`config.mk`:
```
export PLATFORM = sky130hd
export DESIGN_NAME = paillier_encrypt_decrypt
export DESIGN_NICKNAME = d
export VERILOG_FILES = /design/src/rtl/paillier_pkg.sv /design/src/rtl/paillier_encrypt_decrypt.sv
export SDC_FILE = /design/constraint.sdc
export NUM_CORES = 2
export LEC_CHECK = 0
export BUFFER_PORTS_ARGS = -buffer_cell sky130_fd_sc_hd__buf_2
export CAP_MARGIN = 20
export CORE_MARGIN = 2
export CORE_UTILIZATION = 25
export DETAILED_ROUTE_END_ITERATION = 10
export SLEW_MARGIN = 40
export SYNTH_ARGS = -nofsm -noshare
export SYNTH_HDL_FRONTEND = slang
export SYNTH_SLANG_ARGS = --single-unit
```
`constraint.sdc`:
```
create_clock -name clk -period 21.8 [get_ports clk]
set_clock_uncertainty 0.05 [all_clocks]
set_input_delay 2.18 -clock clk [delete_from_list [all_inputs] [get_ports clk]]
set_output_delay 2.18 -clock clk [all_outputs]
set_load 0.01 [all_outputs]
```
`src/rtl/paillier_pkg.sv`:
```
// ----------------------------------------------------------------------------
// paillier_pkg
// Widths, command and status codes and register indexes shared by the Paillier block.
// ----------------------------------------------------------------------------
package paillier_pkg;

    localparam int DATA_W  = 64;
    localparam int KEY_W   = 32;
    localparam int IDX_W   = 3;
    localparam int COUNT_W = $clog2(DATA_W);

    localparam logic CMD_ENCRYPT = 1'b0;
    localparam logic CMD_DECRYPT = 1'b1;

    localparam logic STATUS_OK    = 1'b0;
    localparam logic STATUS_ERROR = 1'b1;

    localparam logic [IDX_W-1:0] REG_MODULUS   = 3'd0;
    localparam logic [IDX_W-1:0] REG_MODULUS_SQ = 3'd1;
    localparam logic [IDX_W-1:0] REG_GENERATOR = 3'd2;
    localparam logic [IDX_W-1:0] REG_LAMBDA    = 3'd3;
    localparam logic [IDX_W-1:0] REG_MU        = 3'd4;

endpackage

```
`src/rtl/paillier_encrypt_decrypt.sv`:
```
// ----------------------------------------------------------------------------
// paillier_encrypt_decrypt
// Paillier encrypt / decrypt with a 32-bit modulus, bit-serial modular arithmetic.
//
//   channel   signals                                    handshake
//   command   start, command, plaintext, blinding,       start & !busy
//             ciphertext
//   result    value, status                              done, one cycle
//   config    wr_en, wr_index, wr_data                   wr_en
//
// One shared bit-serial modular multiplier (a doubling phase and an adding
// phase per multiplier bit) and one bit-serial restoring divider do all the
// work. Each exponentiation takes up to 2 products per exponent bit. One item
// at a time; busy stays high until done pulses. The result is shown for one
// cycle and cannot be stalled. Reset loads modulus 2, modulus_squared 4 and
// clears the other key words.
// ----------------------------------------------------------------------------
module paillier_encrypt_decrypt
(
    input  logic                              clk,
    input  logic                              rst_n,
    input  logic                              start,
    output logic                              busy,
    input  logic                              command,
    input  logic [paillier_pkg::DATA_W-1:0]   plaintext,
    input  logic [paillier_pkg::DATA_W-1:0]   blinding,
    input  logic [paillier_pkg::DATA_W-1:0]   ciphertext,
    output logic                              done,
    output logic [paillier_pkg::DATA_W-1:0]   value,
    output logic                              status,
    input  logic                              wr_en,
    input  logic [paillier_pkg::IDX_W-1:0]    wr_index,
    input  logic [paillier_pkg::DATA_W-1:0]   wr_data
);
    import paillier_pkg::*;

    typedef enum logic [2:0] {S_IDLE, S_DIV, S_MUL, S_EXP, S_NEXT} state_t;
    typedef enum logic [3:0] {
        ST_M, ST_G, ST_X1, ST_R, ST_X2, ST_OUT, ST_C, ST_U, ST_L, ST_Q
    } step_t;
    typedef enum logic [1:0] {T_ACC, T_SQ, T_FIN} target_t;

    state_t              state_reg;
    step_t               step_reg;
    target_t             tgt_reg;

    logic [KEY_W-1:0]    modulus_reg;
    logic [DATA_W-1:0]   modsq_reg;
    logic [DATA_W-1:0]   gen_reg;
    logic [DATA_W-1:0]   lambda_reg;
    logic [KEY_W-1:0]    mu_reg;

    logic [DATA_W-1:0]   blind_reg;
    logic [DATA_W-1:0]   num_reg;
    logic [DATA_W-1:0]   rem_reg;
    logic [DATA_W-1:0]   quot_reg;
    logic [DATA_W-1:0]   dm_reg;
    logic [COUNT_W-1:0]  cnt_reg;
    logic [DATA_W-1:0]   ma_reg;
    logic [DATA_W-1:0]   mb_reg;
    logic [DATA_W-1:0]   mm_reg;
    logic [DATA_W-1:0]   macc_reg;
    logic                mph_reg;
    logic [DATA_W-1:0]   sq_reg;
    logic [DATA_W-1:0]   pacc_reg;
    logic [DATA_W-1:0]   e_reg;
    logic [DATA_W-1:0]   c1_reg;
    logic                done_reg;
    logic [DATA_W-1:0]   value_reg;
    logic                status_reg;

    logic [DATA_W:0]     rem2;
    logic                rge;
    logic [DATA_W-1:0]   rnew;
    logic [DATA_W-1:0]   addy;
    logic [DATA_W:0]     msum;
    logic                sge;
    logic [DATA_W-1:0]   snew;
    logic [DATA_W-1:0]   one_n2;
    logic [DATA_W-1:0]   n_ext;

    // divider step: shift in one numerator bit, subtract when it fits
    assign rem2 = {rem_reg, num_reg[DATA_W-1]};
    assign rge  = rem2 >= {1'b0, dm_reg};
    assign rnew = rge ? DATA_W'(rem2 - {1'b0, dm_reg}) : rem2[DATA_W-1:0];

    // multiplier step: phase 0 doubles, phase 1 adds the multiplicand when the top multiplier bit is set
    assign addy = mph_reg ? ma_reg : macc_reg;
    assign msum = {1'b0, macc_reg} + {1'b0, addy};
    assign sge  = msum >= {1'b0, mm_reg};
    assign snew = sge ? DATA_W'(msum - {1'b0, mm_reg}) : msum[DATA_W-1:0];

    assign one_n2 = (modsq_reg == DATA_W'(1)) ? '0 : DATA_W'(1);
    assign n_ext  = DATA_W'(modulus_reg);

    assign busy   = (state_reg != S_IDLE);
    assign done   = done_reg;
    assign value  = value_reg;
    assign status = status_reg;

    always_ff @(posedge clk or negedge rst_n)
    begin
        if (!rst_n)
        begin
            modulus_reg <= KEY_W'(2);
            modsq_reg   <= DATA_W'(4);
            gen_reg     <= '0;
            lambda_reg  <= '0;
            mu_reg      <= '0;
        end
        else if (wr_en)
        begin
            unique case (wr_index)
                REG_MODULUS:    modulus_reg <= wr_data[KEY_W-1:0];
                REG_MODULUS_SQ: modsq_reg   <= wr_data;
                REG_GENERATOR:  gen_reg     <= wr_data;
                REG_LAMBDA:     lambda_reg  <= wr_data;
                REG_MU:         mu_reg      <= wr_data[KEY_W-1:0];
                default:        ;
            endcase
        end
    end

    always_ff @(posedge clk or negedge rst_n)
    begin
        if (!rst_n)
        begin
            state_reg <= S_IDLE;
            step_reg  <= ST_M;
            tgt_reg   <= T_FIN;
            done_reg  <= 1'b0;
            mph_reg   <= 1'b0;
            cnt_reg   <= '0;
        end
        else
        begin
            done_reg <= 1'b0;
            unique case (state_reg)
                S_IDLE:
                begin
                    if (start)
                    begin
                        blind_reg <= blinding;
                        rem_reg   <= '0;
                        quot_reg  <= '0;
                        cnt_reg   <= '0;
                        if (modulus_reg == '0 || modsq_reg == '0)
                        begin
                            value_reg  <= '0;
                            status_reg <= STATUS_ERROR;
                            done_reg   <= 1'b1;
                        end
                        else if (command == CMD_ENCRYPT)
                        begin
                            num_reg   <= plaintext;
                            dm_reg    <= n_ext;
                            step_reg  <= ST_M;
                            state_reg <= S_DIV;
                        end
                        else
                        begin
                            num_reg   <= ciphertext;
                            dm_reg    <= modsq_reg;
                            step_reg  <= ST_C;
                            state_reg <= S_DIV;
                        end
                    end
                end
                S_DIV:
                begin
                    rem_reg  <= rnew;
                    quot_reg <= {quot_reg[DATA_W-2:0], rge};
                    num_reg  <= {num_reg[DATA_W-2:0], 1'b0};
                    cnt_reg  <= cnt_reg + 1'b1;
                    if (cnt_reg == COUNT_W'(DATA_W-1))
                        state_reg <= S_NEXT;
                end
                S_MUL:
                begin
                    mph_reg <= ~mph_reg;
                    if (!mph_reg || mb_reg[DATA_W-1])
                        macc_reg <= snew;
                    if (mph_reg)
                    begin
                        mb_reg  <= {mb_reg[DATA_W-2:0], 1'b0};
                        cnt_reg <= cnt_reg + 1'b1;
                        if (cnt_reg == COUNT_W'(DATA_W-1))
                        begin
                            unique case (tgt_reg)
                                T_ACC:
                                begin
                                    pacc_reg  <= (mb_reg[DATA_W-1]) ? snew : macc_reg;
                                    e_reg[0]  <= 1'b0;
                                    state_reg <= S_EXP;
                                end
                                T_SQ:
                                begin
                                    sq_reg    <= (mb_reg[DATA_W-1]) ? snew : macc_reg;
                                    e_reg     <= {1'b0, e_reg[DATA_W-1:1]};
                                    state_reg <= S_EXP;
                                end
                                default:
                                begin
                                    value_reg  <= (mb_reg[DATA_W-1]) ? snew : macc_reg;
                                    status_reg <= STATUS_OK;
                                    done_reg   <= 1'b1;
                                    state_reg  <= S_IDLE;
                                end
                            endcase
                        end
                    end
                end
                S_EXP:
                begin
                    // multiply in the current square where the exponent bit is set, else square it
                    cnt_reg  <= '0;
                    mph_reg  <= 1'b0;
                    macc_reg <= '0;
                    mm_reg   <= modsq_reg;
                    if (e_reg == '0)
                        state_reg <= S_NEXT;
                    else if (e_reg[0])
                    begin
                        ma_reg    <= pacc_reg;
                        mb_reg    <= sq_reg;
                        tgt_reg   <= T_ACC;
                        state_reg <= S_MUL;
                    end
                    else
                    begin
                        ma_reg    <= sq_reg;
                        mb_reg    <= sq_reg;
                        tgt_reg   <= T_SQ;
                        state_reg <= S_MUL;
                    end
                end
                S_NEXT:
                begin
                    cnt_reg  <= '0;
                    mph_reg  <= 1'b0;
                    macc_reg <= '0;
                    unique case (step_reg)
                        ST_M:
                        begin
                            e_reg     <= rem_reg;
                            num_reg   <= gen_reg;
                            dm_reg    <= modsq_reg;
                            rem_reg   <= '0;
                            step_reg  <= ST_G;
                            state_reg <= S_DIV;
                        end
                        ST_G:
                        begin
                            sq_reg    <= rem_reg;
                            pacc_reg  <= one_n2;
                            step_reg  <= ST_X1;
                            state_reg <= S_EXP;
                        end
                        ST_X1:
                        begin
                            c1_reg    <= pacc_reg;
                            num_reg   <= blind_reg;
                            dm_reg    <= modsq_reg;
                            rem_reg   <= '0;
                            step_reg  <= ST_R;
                            state_reg <= S_DIV;
                        end
                        ST_R:
                        begin
                            sq_reg    <= rem_reg;
                            pacc_reg  <= one_n2;
                            e_reg     <= n_ext;
                            step_reg  <= ST_X2;
                            state_reg <= S_EXP;
                        end
                        ST_X2:
                        begin
                            ma_reg    <= c1_reg;
                            mb_reg    <= pacc_reg;
                            mm_reg    <= modsq_reg;
                            tgt_reg   <= T_FIN;
                            step_reg  <= ST_OUT;
                            state_reg <= S_MUL;
                        end
                        ST_C:
                        begin
                            sq_reg    <= rem_reg;
                            pacc_reg  <= one_n2;
                            e_reg     <= lambda_reg;
                            step_reg  <= ST_U;
                            state_reg <= S_EXP;
                        end
                        ST_U:
                        begin
                            // u - 1 wraps at zero
                            num_reg   <= pacc_reg - DATA_W'(1);
                            dm_reg    <= n_ext;
                            rem_reg   <= '0;
                            quot_reg  <= '0;
                            step_reg  <= ST_L;
                            state_reg <= S_DIV;
                        end
                        ST_L:
                        begin
                            if (rem_reg != '0)
                            begin
                                value_reg  <= '0;
                                status_reg <= STATUS_ERROR;
                                done_reg   <= 1'b1;
                                state_reg  <= S_IDLE;
                            end
                            else
                            begin
                                num_reg   <= quot_reg;
                                dm_reg    <= n_ext;
                                rem_reg   <= '0;
                                step_reg  <= ST_Q;
                                state_reg <= S_DIV;
                            end
                        end
                        ST_Q:
                        begin
                            ma_reg    <= rem_reg;
                            mb_reg    <= DATA_W'(mu_reg);
                            mm_reg    <= n_ext;
                            tgt_reg   <= T_FIN;
                            step_reg  <= ST_OUT;
                            state_reg <= S_MUL;
                        end
                        default:
                            state_reg <= S_IDLE;
                    endcase
                end
                default:
                    state_reg <= S_IDLE;
            endcase
        end
    end

    a_done_idle: assert property (@(posedge clk) disable iff (!rst_n)
        done |-> !busy)
        else $error("result strobe while still busy");

    a_start_busy: assert property (@(posedge clk) disable iff (!rst_n)
        (start && !busy && modulus_reg != '0 && modsq_reg != '0) |=> busy)
        else $error("accepted word did not start work");

    a_mul_phase: assert property (@(posedge clk) disable iff (!rst_n)
        (state_reg == S_MUL && mph_reg) |=> !mph_reg)
        else $error("multiplier phase did not alternate");

endmodule
```
Word level (Yosys, flattened, before mapping)

Index checks and enable logic that the tools add are counted.

$add $sub $neg: 5
Multipliers: 0
Div/mod/pow operators: 0
Order comparisons: 2
Equal/unequal tests: 43
Shifts and indexed selects: 0
Mux-type cells: 99
Bitwise gates (word level): 1
Reduce and logical (&&, ||, !) cells: 50

Operators by type and width:

| cell                                                                    | number |
|---|---|
| 64-bit 2-to-1 mux                                                       | 37 |
| 64-bit case mux with 2 select lines                                     | 11 |
| 64-bit case mux with 3 select lines                                     | 7 |
| 64-bit case mux with 4 select lines                                     | 1 |
| 65-bit by 64-bit greater-or-equal comparator with 1-bit output          | 2 |
| 64-bit logical NOT                                                      | 2 |
| 64-bit subtractor                                                       | 2 |
| 64-bit by 64-bit adder with 65-bit output                               | 1 |
| 64-bit by 1-bit equality test with 1-bit output (second input constant) | 1 |
| 64-bit nonzero test                                                     | 1 |
| 64-bit by 1-bit subtractor with 64-bit output (second input constant)   | 1 |
| 63-bit 2-to-1 mux                                                       | 1 |
| 6-bit AND reduction                                                     | 6 |
| 32-bit logical NOT                                                      | 1 |
| 4-bit case mux with 8 select lines                                      | 1 |
| 2-bit inequality test (second input constant)                           | 14 |
| 6-bit case mux with 4 select lines                                      | 1 |
| 3-bit 2-to-1 mux                                                        | 7 |
| 5-bit AND reduction                                                     | 4 |
| 3-bit AND reduction                                                     | 6 |
| 1-bit 2-to-1 mux                                                        | 17 |
| 3-bit case mux with 5 select lines                                      | 1 |
| 3-bit by 2-bit equality test with 1-bit output (second input constant)  | 4 |
| 4-bit by 3-bit equality test with 1-bit output (second input constant)  | 3 |
| other kinds (38)                                                        | 68 |

Register bits: 1170
Latch bits: 0
Memory bits (writable): 0
ROM bits: 0
Output and inout bits: 67
Logic and storage cells: 227
Memories kept: 0

Longest topological paths before layout

Depth in word-level cells: 9
Gate-level depth with buffers: 31
Depth with buffers taken out: 24

Worst setup path before layout

OpenSTA, ideal clock, no wires.

Kind: input to register
From: input port rst_n
To: register quot_reg[0], enable pin
Arrival: 8539 ps
Data required time: 21104 ps
Slack: 12565 ps
Stages on the path: 2
Buffers on the path: 1
Path through: buf_2 > nor4bb_1

Word-level cells in the longest chain between the ends: 1

RTL lines:

| what                                 | RTL line                        | RTL |
|---|---|---|
| start: declaration                   | paillier_encrypt_decrypt.sv:21  | `input logic rst_n,` |
| 4-bit AND reduction (no source line) | --                              |  |
| end signal: assignment               | paillier_encrypt_decrypt.sv:172 | `quot_reg <= {quot_reg[DATA_W-2:0], rge};` |
| end: declaration                     | paillier_encrypt_decrypt.sv:56  | `logic [DATA_W-1:0] quot_reg;` |

Every way passes these cells.
A chain may end at the register's enable or synchronous reset.

Final worst setup path

From: register mph_reg
To: register sq_reg[24], data pin

Word-level cells in the longest chain between the ends: 9

RTL lines:

| what                                                                                                | RTL line                                                       | RTL |
|---|---|---|
| start: declaration                                                                                  | paillier_encrypt_decrypt.sv:63                                 | `logic mph_reg;` |
| start signal: assignment                                                                            | paillier_encrypt_decrypt.sv:180                                | `mph_reg <= ~mph_reg;` |
| 64-bit 2-to-1 mux (*)                                                                               | paillier_encrypt_decrypt.sv:88                                 | `assign addy = mph_reg ? ma_reg : macc_reg;` |
| 64-bit by 64-bit adder with 65-bit output (*)                                                       | paillier_encrypt_decrypt.sv:89                                 | `assign msum = {1'b0, macc_reg} + {1'b0, addy};` |
| 64-bit subtractor or 65-bit by 64-bit greater-or-equal comparator with 1-bit output (tied branches) | paillier_encrypt_decrypt.sv:91, paillier_encrypt_decrypt.sv:90 |  |
| 64-bit 2-to-1 mux (*)                                                                               | paillier_encrypt_decrypt.sv:91                                 | `assign snew = sge ? DATA_W'(msum - {1'b0, mm_reg}) : msum[DATA_W-1:0];` |
| 64-bit 2-to-1 mux (*)                                                                               | paillier_encrypt_decrypt.sv:198                                | `sq_reg <= (mb_reg[DATA_W-1]) ? snew : macc_reg;` |
| 64-bit 2-to-1 mux (*)                                                                               | paillier_encrypt_decrypt.sv:189                                | `unique case (tgt_reg)` |
| 64-bit 2-to-1 mux (*)                                                                               | paillier_encrypt_decrypt.sv:187                                | `if (cnt_reg == COUNT_W'(DATA_W-1))` |
| 64-bit 2-to-1 mux (*)                                                                               | paillier_encrypt_decrypt.sv:183                                | `if (mph_reg)` |
| 64-bit case mux with 2 select lines (*)                                                             | paillier_encrypt_decrypt.sv:138                                | `unique case (state_reg)` |
| end signal: assignment                                                                              | paillier_encrypt_decrypt.sv:198                                |  |
| end signal: assignment                                                                              | paillier_encrypt_decrypt.sv:254                                | `sq_reg <= rem_reg;` |
| end signal: assignment                                                                              | paillier_encrypt_decrypt.sv:270                                | `sq_reg <= rem_reg;` |
| end: declaration                                                                                    | paillier_encrypt_decrypt.sv:64                                 | `logic [DATA_W-1:0] sq_reg;` |

Every way passes the cells marked *; elsewhere a longest branch is shown, timed or not. The select of a mux whose other input is x is not followed.

==> summary by stage <==
Status
The flow ran to the end, and the final reports show no timing, DRC or antenna violations.

Cells and area
The most common cell after layout, fill and taps aside is edfxtp_1. The post-layout instance area is 74610 um2. The number of fillers in the final layout is 26820.

Cells with a size suffix above 1 make up 17.32% of the layout. From synthesis to final layout, the design area changed by 14.66%. In the layout the commonest cells are 897 x edfxtp_1, 510 x nand2_1, 468 x nor2_1.

The net count of the finished layout is 6617. Leaving out filler cells and counting taps, the final layout contains 9670.

Die
Once the floorplan was initialized, standard cells occupied 25.10% of the core. The vertical extent of the die is 514.2 um. The die covers 264400 um2. The die width is 514.2 um. For this design the top-level I/O count stands at 331. The total core area is 259200 um2. The total number of placement rows is 187.

Global route
The total track usage is 18.35%. The largest net degree at the start of global routing is 124. The first global-routing pass estimated 358.0 mm of wire. The number of global-route vias before repair is 49190. The number of antenna violations at the first check in global routing is 36.

Global routing finished with a remaining overflow of 0.

STA
The slew at the pin closest to its max-slew limit is 0.9476 ns. The final count of negative-setup-slack endpoints is 0. The worst path uses 41.11% of the clock period. Measured against its own limit, the worst slew margin works out to 36.16%. The setup TNS after final layout is 0 ns. The shortest period the worst path allows is 8.961 ns. The final number of max-transition violations was 0. Setup repair after global routing left no endpoint under its margin. The final hold violation count was 0. The achievable frequency is 111.6 MHz. The final hold slack is 0.4436 ns.

Job
The number of maximum-capacitance constraint violations is 0.

Clock network
Clock-pin slew was measured on the worst setup and hold paths at 0.07 ns. The tree is rooted in a clkbuf_16. The deepest level of the CTS H-tree is 3. The clock network latency to the later pin of the worst-skew pair is 0.76 ns.

Buffers inserted during clock tree synthesis total 116. The number of sinks handled by clock tree synthesis is 1170. After clock tree synthesis, the setup repair step added 0 buffers. The post-CTS resize count is 0. The clock tree from TritonCTS is done. In this run the deepest clock path goes through 3 buffers. The number of hold-repair buffers added at the cts stage is 0.

Synth
Synthesis handed over a netlist of 5990 instances. The sequential element share of the synthesized area is 51.90%. The Yosys step of the flow raised 0 warnings. The top flip-flop cell by instance count after synthesis is edfxtp_1.

The post-synthesis sequential element count is 1170. The number of distinct standard cells referenced by the synthesized netlist is 81. The number of nets in the synthesized netlist is 6451. The cell area that synthesis handed to floorplanning was 65070 um2.

The synthesized area per cell is 10.86 um2. The count of flip-flops with a built-in enable after synthesis is 897. After synthesis, the share of flip-flops with an asynchronous set or reset is 23.33%.

Placed design
Buffers placed on the I/O ports in this run total 330. Summed over all nets, the half-perimeter wirelength after detailed placement is 192.0 mm. Summing all placed instances gives a cell area of 70750 um2. Once placement completed, the tool counted placed cells totaling 9440. The last weighted congestion value of the routability-driven placer is 0.8925.

Critical path
Among all stages on the critical path, the largest delay is contributed by dfrtp_2. By instance count, the cell type seen most on the critical path is buf_4. Data on the critical path is required at its endpoint by 22.26 ns. The critical path contains buffers and inverters numbering 5 combined.

The critical path in this run is classified as reg -> reg. The startpoint of the worst register-to-register path is mph_reg$_DFFE_PN0N_. The worst setup path is captured at a flop.

For this run, the slowest stage of the critical path takes 0.81 ns. The critical path startpoint category is a flop. The start point of the critical path is mph_reg$_DFFE_PN0N_. The category of cells accounting for the largest share of critical-path delay is compound AO/OA/AOI/OAI gates. The highest net fanout along the worst path is 41. The signal arrival time at the worst endpoint is 9.42 ns.

Detailed routing
The detail route stage leaves a number of antenna-violating nets equal to 0. The detailed-route DRC error count is 0. For this block, the initial DRC count from the detailed router was 6551.

For this block, the via count after detailed routing is 51430. The total detailed-routing wirelength is 251.0 mm. The per-cell via count in the routed design is 5.319.

After detailed routing, the average wire length per cell comes to 25.96 um. The pre-antenna-repair detailed-routing pass consisted of 9 iterations.

Pwr
The worst-case IR drop observed on VDD is 0.00006819 V. The static leakage power is 0.02749 uW. The total power draw is 6221 uW.

For this design the ratio of total power to cell area is 83.38 nW/um2.

Hold path
The path class of the tightest hold or removal check is reg -> reg. The startpoint of the worst hold path is cnt_reg[5]$_DFFE_PN0P_.
-- cell usage after synthesis (28+ instances only) --
library cell | n | area, um2
nor3_1 | 92 | 460.4
nor2_1 | 478 | 1794
o21ai_0 | 275 | 1376
a21o_1 | 134 | 1006
ha_1 | 194 | 2427
o21bai_1 | 52 | 390.4
o221ai_1 | 35 | 306.5
nand2_1 | 514 | 1929
a22oi_1 | 111 | 833.3
nand3_1 | 63 | 315.3
xor2_1 | 89 | 779.5
dfrtp_1 | 270 | 6756
and2_1 | 141 | 882.1
a31oi_1 | 55 | 344.1
edfxtp_1 | 897 | 26940
mux2i_1 | 193 | 1932
xnor2_1 | 138 | 1209
nand2b_1 | 28 | 175.2
nand4_1 | 84 | 525.5
clkbuf_1 | 354 | 1329
mux2_2 | 387 | 4358
nor2b_1 | 118 | 738.2
a222oi_1 | 53 | 530.5
nor4_1 | 76 | 475.5
a21oi_1 | 381 | 1907
o211ai_1 | 28 | 210.2
a221oi_1 | 38 | 332.8
a221o_1 | 40 | 400.4
a211oi_1 | 148 | 1111
inv_1 | 199 | 747.0
-- metrics by stage --
step,utilization [%],setup slack (ns)
after floorplan,-,12.57
after global placement,27.19,12.96
after detailed placement,27.29,12.89
after CTS,28.76,12.87
after global routing,28.77,12.31
final,28.78,12.84
-- final cells by class --
class / count / area (um2) / area share [%]
diodes: 14 / 35.03 / 0.04695
inverters: 202 / 758.2 / 1.016
repair buffers: 431 / 2601 / 3.486
clock buffers: 166 / 3222 / 4.318
clock inverters: 50 / 574.3 / 0.7697
well taps: 3402 / 4257 / 5.705
multi-input cells: 4235 / 29390 / 39.39
flip-flops and latches: 1170 / 33770 / 45.26
-- logic make-up after synthesis --
family / Yosys count / synth area share [%]
xor+xnor: 227 / 3.055
fa+ha+maj: 197 / 3.823
buf+inv: 585 / 3.450
simple gates: 1698 / 12.35
compound gates: 1533 / 15.76
flops: 1170 / 51.90
mux: 580 / 9.666
-- path summary, 6_finish.rpt --
| kind | depth (start not counted) | slack, ns | end |
|---|---|---|---|
| max | 25 | 12.84 | sq_reg[24]$_DFFE_PP_ |
| min | 1 | 0.44 | cnt_reg[5]$_DFFE_PN0P_ |
| max reg2reg | 25 | 12.84 | sq_reg[24]$_DFFE_PP_ |
| min reg2reg | 1 | 0.44 | cnt_reg[5]$_DFFE_PN0P_ |
| max in group asynchronous | 3 | 18.78 | modulus_reg[9]$_DFFE_PN0P_ |
| min in group asynchronous | 1 | 1.23 | mu_reg[9]$_DFFE_PN0P_ |
-- worst reg2reg max path: stages (launching register included) --
cell and delay [ns]:
dfrtp_2 0.81, buf_4 0.67, mux2_2 0.42, ha_1 0.43, nand2_1 0.17, nor2_1 0.16, a221o_1 0.16, a31oi_1 0.04
buf_4 0.18, o41ai_1 0.54, buf_4 0.25, a41oi_1 0.32, o31ai_1 0.40, xor2_1 0.34, ha_1 0.34, nand4_1 0.18
nor2_1 0.22, nand3_1 0.12, a2111oi_0 0.71, or3_4 0.58, buf_4 0.55, buf_12 0.29, mux2i_1 0.30, a21oi_1 0.13
and2_1 0.21, a21o_1 0.15
-- per-layer routing --
metal | global-route usage (%) | routed length, um | vias up
met5 | 0 | 13 | -
met4 | 4.607 | 5944 | 2
met3 | 2.351 | 20060 | 210
met2 | 26.17 | 102800 | 2460
met1 | 28.71 | 122200 | 25900
li1 | - | - | 22860
-- power by group --
group / leakage, uW / internal (uW) / total [uW] / switching [uW]
clock: 0.00184 / 1140 / 2050 / 910
sequential: 0.0116 / 2630 / 2980 / 346
combinational: 0.0140 / 507 / 1190 / 685
total: 0.0275 / 4280 / 6220 / 1940
Note: power is estimated with default switching activity, not from simulation.
